**src/rtl/tcm_pkg.sv**
```systemverilog
// ============================================================================
// tcm_pkg
// shared types and constants for the triangle classify and measure core
// ============================================================================
`timescale 1ns / 1ps

package tcm_pkg;

    localparam int SIDE_BITS  = 16;
    localparam int PERIM_BITS = SIDE_BITS + 2;
    localparam int DIFF_BITS  = SIDE_BITS + 1;
    localparam int SQ_BITS    = 2 * SIDE_BITS;
    localparam int U_BITS     = PERIM_BITS + DIFF_BITS;
    localparam int V_BITS     = 2 * DIFF_BITS;
    localparam int VH_BITS    = V_BITS - DIFF_BITS;
    localparam int PP_BITS    = U_BITS + DIFF_BITS;
    localparam int ROOT_W     = 2 * SIDE_BITS + 1;
    localparam int RAD_W      = 2 * ROOT_W;
    localparam int REM_W      = ROOT_W + 3;

    localparam logic [1:0] SIDE_SCALENE     = 2'd0;
    localparam logic [1:0] SIDE_EQUILATERAL = 2'd1;
    localparam logic [1:0] SIDE_ISOSCELES   = 2'd2;

    localparam logic [1:0] ANGLE_RIGHT  = 2'd0;
    localparam logic [1:0] ANGLE_OBTUSE = 2'd1;
    localparam logic [1:0] ANGLE_ACUTE  = 2'd2;

    typedef struct packed {
        logic [SIDE_BITS-1:0] side_a;
        logic [SIDE_BITS-1:0] side_b;
        logic [SIDE_BITS-1:0] side_c;
    } req_t;

    typedef struct packed {
        logic                  is_valid;
        logic [1:0]            side_kind;
        logic [1:0]            angle_kind;
        logic [PERIM_BITS-1:0] perimeter;
        logic [ROOT_W-1:0]     area_times_four;
    } rsp_t;

    typedef struct packed {
        logic                  is_valid;
        logic [1:0]            side_kind;
        logic [1:0]            angle_kind;
        logic [PERIM_BITS-1:0] perimeter;
    } meta_t;

    typedef struct packed {
        meta_t              meta;
        logic [RAD_W-1:0]   rad;
        logic [REM_W-1:0]   rem;
        logic [ROOT_W-1:0]  root;
    } sqrt_stage_t;

endpackage

```
**src/rtl/tcm_sqrt_cell.sv**
```systemverilog
// ============================================================================
// tcm_sqrt_cell
// one restoring square root digit, registered, passed to the next cell
// ============================================================================
`timescale 1ns / 1ps

module tcm_sqrt_cell
    import tcm_pkg::*;
(
    input  logic        clk,
    input  logic        rst_n,
    input  logic        en,
    input  logic        in_vld,
    input  sqrt_stage_t in_stage,
    output logic        out_vld,
    output sqrt_stage_t out_stage
);

    logic        vld_reg;
    sqrt_stage_t stage_reg;
    logic [REM_W-1:0] rem_sh, trial;
    logic        take;
    sqrt_stage_t stage_next;

    always_comb
    begin
        rem_sh = {in_stage.rem[REM_W-3:0], in_stage.rad[RAD_W-1:RAD_W-2]};
        trial  = {1'b0, in_stage.root, 2'b01};
        take   = rem_sh >= trial;
        stage_next      = in_stage;
        stage_next.rad  = {in_stage.rad[RAD_W-3:0], 2'b00};
        stage_next.rem  = take ? (rem_sh - trial) : rem_sh;
        stage_next.root = {in_stage.root[ROOT_W-2:0], take};
    end

    always_ff @(posedge clk or negedge rst_n)
    begin
        if (!rst_n)
            vld_reg <= 1'b0;
        else if (en)
            vld_reg <= in_vld;
    end

    always_ff @(posedge clk)
    begin
        if (en)
            stage_reg <= stage_next;
    end

    assign out_vld   = vld_reg;
    assign out_stage = stage_reg;

endmodule

```
**config.mk**
```make
export PLATFORM = sky130hd
export DESIGN_NAME = tcm_sqrt_cell
export DESIGN_NICKNAME = d
export VERILOG_FILES = /design/src/rtl/tcm_pkg.sv /design/src/rtl/tcm_sqrt_cell.sv
export SDC_FILE = /design/constraint.sdc
export NUM_CORES = 1
export LEC_CHECK = 0
export BUFFER_PORTS_ARGS = -buffer_cell sky130_fd_sc_hd__buf_2
export CAP_MARGIN = 20
export CORE_MARGIN = 5
export CORE_UTILIZATION = 40
export CTS_CLUSTER_SIZE = 8
export DETAILED_ROUTE_END_ITERATION = 7
export PLACE_DENSITY = 0.79
export SYNTH_ARGS = -nofsm -noshare
export SYNTH_HDL_FRONTEND = slang
export SYNTH_SLANG_ARGS = --single-unit
```
**constraint.sdc**
```tcl
create_clock -name clk -period 0.9 [get_ports clk]
set_input_delay 0.045 -clock clk [delete_from_list [all_inputs] [get_ports clk]]
set_output_delay 0.045 -clock clk [all_outputs]
set_load 0.005 [all_outputs]
```
==> impl_results.md <==
* Proportion of register bits with asynchronous set or reset after synthesis at 0.6369%
* Clock network latency to the later pin of the worst-skew pair at 420 ps
* Initial antenna violation count at 5
* Post-layout minimum cycle time at 2125 ps
* Total Power at 21840 µW
* Kind of end point of the critical path: flip-flop
* Via Count at 6843
* Number of design-rule violations left by the first detailed-router iteration at 415
* Destination of the worst register-to-register timing path: out_vld$_DFFE_PN0P_
* Layout Cells excl Fill at 1368
* Cell taking the most area after synthesis: sky130_fd_sc_hd__edfxtp_1
* Clock skew at 0 ps
* Total routing resource utilization after global routing at 25.25%
* Share of synthesized area spent on multiplexers at 6.405%
* Leftover overflow at the end of global routing at 0
* Combinational family with the most area after synthesis: compound AO/OA/AOI/OAI gates
* F_max at 0.4706 GHz
* Compound-gate portion of the synthesized area at 9.830%
* Count of buffers inserted at the top-level ports at 316
* Core Util, Final at 72.38%
* Least setup slack across all paths after layout at -1225 ps
* Cell Chain, Critical Path: buf_6, ha_4, nor2b_4, o311ai_4, a32oi_2, a31oi_4, o211ai_4, a41o_4, a21oi_4, inv_6, buf_12, mux2_4
* Synth Area in XOR/XNOR at 3.716%
* Cells after synthesis at 502
* Final ANT Viol Nets at 0
* Adder-Cell Fraction of Synth Area at 5.994%
* Unrepaired setup endpoints after global routing: yes
* Post-Synth Simple-Gate Area at 6.165%
* Cell area after synthesis at 7306 µm²
* Result of the run: finished, violations left
* Width of the die at 145.1 µm
* Via count of the first global-routing pass at 7219
* Cell family with the largest share of critical-path delay: compound AO/OA/AOI/OAI gates
* Final cell area excluding filler cells at 13000 µm²
* Startpoint of the lowest-slack register-to-register path: out_vld$_DFFE_PN0P_
* Final count of pins violating max slew at 0
* Top cells by area in the synthesized netlist: sky130_fd_sc_hd__edfxtp_1 (64%), sky130_fd_sc_hd__ha_1 (6.0%), sky130_fd_sc_hd__mux2_4 (5.3%)
* Endpoint required time on the critical path at 1070 ps
* PD cells at 1680 nW/µm²
* Area share of the largest cell type after synthesis at 64.12%
* Final Cycle Share at 236.1%
* Number of buffers and inverters on the critical path at 3
* Final weighted congestion in routability-driven placement at 0.8561
* Critical Path Fanout Max at 11
* Path length in cells of the critical path at 12
* Data arrival time at the worst-slack endpoint at 2300 ps
* Number of synthesized flops with an enable pin at 156
* DR WL/cell at 20.45 µm
* Core Rows at 49
* Die ar. at 21070 µm²
* Die height at 145.1 µm
* Mean area per synthesized cell at 14.55 µm²
* Std-Cell Core Area at 17960 µm²
* Critical path launch point: in_stage[33]
* Maximum root-to-sink buffer count at 2
* Hold Path Class: input pin to flip-flop
* Most numerous cell in the Yosys netlist: sky130_fd_sc_hd__edfxtp_1
* Total wire length after detailed routing at 27970 µm
* Crit path launch type: input pin
* Crit-path slowest cell: sky130_fd_sc_hd__mux2_4
* Number of hold violations in the final report at 0
* Library cell used as clock root buffer: sky130_fd_sc_hd__clkbuf_16
* Iteration count of the initial detailed-routing pass at 5
* Area added between synthesis and finish at 77.98%
* Total I/O pin count at 321
* Placed Instance Area at 10200 µm²
* Global-route wire length before repair at 41520 µm
* Delay contributed by the slowest stage of the critical path at 300 ps
* Clock buffer count from CTS at 17
* DRC violations left at 0
* Fin nets at 1319
* FF+latch count, synth at 157
* Synthesis warning total at 0
* Top cell types by occurrence after synthesis: sky130_fd_sc_hd__edfxtp_1 (156), sky130_fd_sc_hd__inv_1 (47), sky130_fd_sc_hd__ha_1 (35), sky130_fd_sc_hd__a21oi_1 (33), sky130_fd_sc_hd__nand2_1 (27)
* Internal reg-to-reg setup slack at 10 ps
* Length in cells of the worst reg-to-reg path at 2
* Fraction of layout instances using a drive strength above 1 at 52.69%
* Max_cap viols at 0
* Clk pin slew, worst setup/hold paths at 70 ps
* Total clock sinks at 157
* Cell count after placement at 1156
* Worst-case vdd ir drop at 1.317 mV
* Detail-routed via count per cell at 5.002
* Clock tree from TritonCTS: done
* Crit path kind: input pin to flip-flop
* Initial core utilization at 40.67%
* Critical path destination: out_stage[43]$_DFFE_PP_
* # H-tree levels at 4
* Proportion of synthesized chip area in sequential cells at 64.46%
* Violations in the final reports: negative setup slack
* Most common flop cell mapped by yosys: sky130_fd_sc_hd__edfxtp_1
* Leakage at 0.005795 µW
* Pin count of the biggest net entering global routing at 36
* Netlist cell types at 57
* Dpl hpwl at 18210 µm
* Setup Viol. Count Final at 194
==> per-stage QoR <==
step                setup TNS, ps  worst slack (ps)  hold slack, ps
global placement           -61200             -1713          -179.9
floorplan                  -57200             -1615          -250.6
detailed placement         -63320             -1776          -178.2
global route               -65660             -1298           7.534
CTS                        -55770             -1175         0.06337
finish                     -56970             -1225           1.398
==> power by group <==
group | internal [µW] | leakage (µW) | switching, µW
registers | 8900 | 0.00154 | 224
clock network | 3710 | 0.000274 | 3410
logic | 3150 | 0.00398 | 2440
==> worst min path at each step <==
stage | depth (start not counted) | slack, ps | end | startpoint
CTS | 3 | 0.06 | out_stage[57]$_DFFE_PP_ | in_stage[55]
detailed placement | 1 | -180 | out_vld$_DFFE_PN0P_ | rst_n
floorplan | 0 | -250 | out_vld$_DFFE_PN0P_ | rst_n
global route | 3 | 8 | out_stage[57]$_DFFE_PP_ | in_stage[55]
global placement | 1 | -180 | out_vld$_DFFE_PN0P_ | rst_n
finish | 3 | 1 | out_stage[57]$_DFFE_PP_ | in_stage[55]
==> cell usage in the layout (no fill, tap or decap), types with 7 or more instances in the layout <==
cell type,count
sky130_fd_sc_hd__and3_1,10
sky130_fd_sc_hd__inv_2,8
sky130_fd_sc_hd__buf_6,18
sky130_fd_sc_hd__buf_2,305
sky130_fd_sc_hd__nand4_1,7
sky130_fd_sc_hd__ha_1,14
sky130_fd_sc_hd__nand2_1,25
sky130_fd_sc_hd__a21o_1,9
sky130_fd_sc_hd__buf_4,126
sky130_fd_sc_hd__nor2_1,12
sky130_fd_sc_hd__nand3_1,8
sky130_fd_sc_hd__mux2_4,27
sky130_fd_sc_hd__o21ai_0,13
sky130_fd_sc_hd__dlygate4sd3_1,152
sky130_fd_sc_hd__clkbuf_16,17
sky130_fd_sc_hd__xor2_1,12
sky130_fd_sc_hd__xnor2_1,19
sky130_fd_sc_hd__ha_4,20
sky130_fd_sc_hd__edfxtp_1,156
sky130_fd_sc_hd__a21oi_1,22
sky130_fd_sc_hd__inv_1,35
==> worst reg2reg max path, stage by stage (launching register included) <==
cell,delay (ps)
sky130_fd_sc_hd__dfrtp_1,380
sky130_fd_sc_hd__buf_4,130
sky130_fd_sc_hd__mux2_2,260
==> metal layers <==
layer  GRT usage, %  vias up  share of wire (%)  routed length [µm]
li1               -     3133                  -                   -
met1          27.29     3292                 35                9897
met2          46.19      347                 53               14890
met3          7.764       65                7.5                2106
met4          9.515        6                3.7                1034
met5              0        -               0.15                  41
==> final cells by class <==
| class | instances | area (µm²) |
|---|---|---|
| Tap cell | 229 | 286.5 |
| Sequential cell | 157 | 4710 |
| Inverter | 48 | 195.2 |
| Fill cell | 1126 | 4961 |
| Clock inverter | 14 | 151.4 |
| Antenna cell | 4 | 10.01 |
| Multi-Input combinational cell | 289 | 2867 |
| Timing Repair Buffer | 609 | 4354 |
| Clock buffer | 18 | 429.2 |
==> logic make-up after synthesis <==
kind of cell             Yosys count
AND/OR/NAND/NOR                   88
AO/OA/AOI/OAI                    100
flip-flops                       157
buffers and inverters             57
other                              1
multiplexers                      33
adder cells (fa/ha/maj)           35
XOR/XNOR                          31
==> what timing repair did <==
item,in CTS,in global routing
hold buffers,152,0
buffers inserted,17,11
gates cloned,1,0
resized for setup,61,41
pin swaps,25,36
endpoints found under the hold margin,153,0
setup endpoints to repair,194,194
==> sequential cells by signal, indices dropped and copies added (netlist names) <==
signal and cells:
out_stage 156, out_vld 1
(Power assumes the default switching activity.)
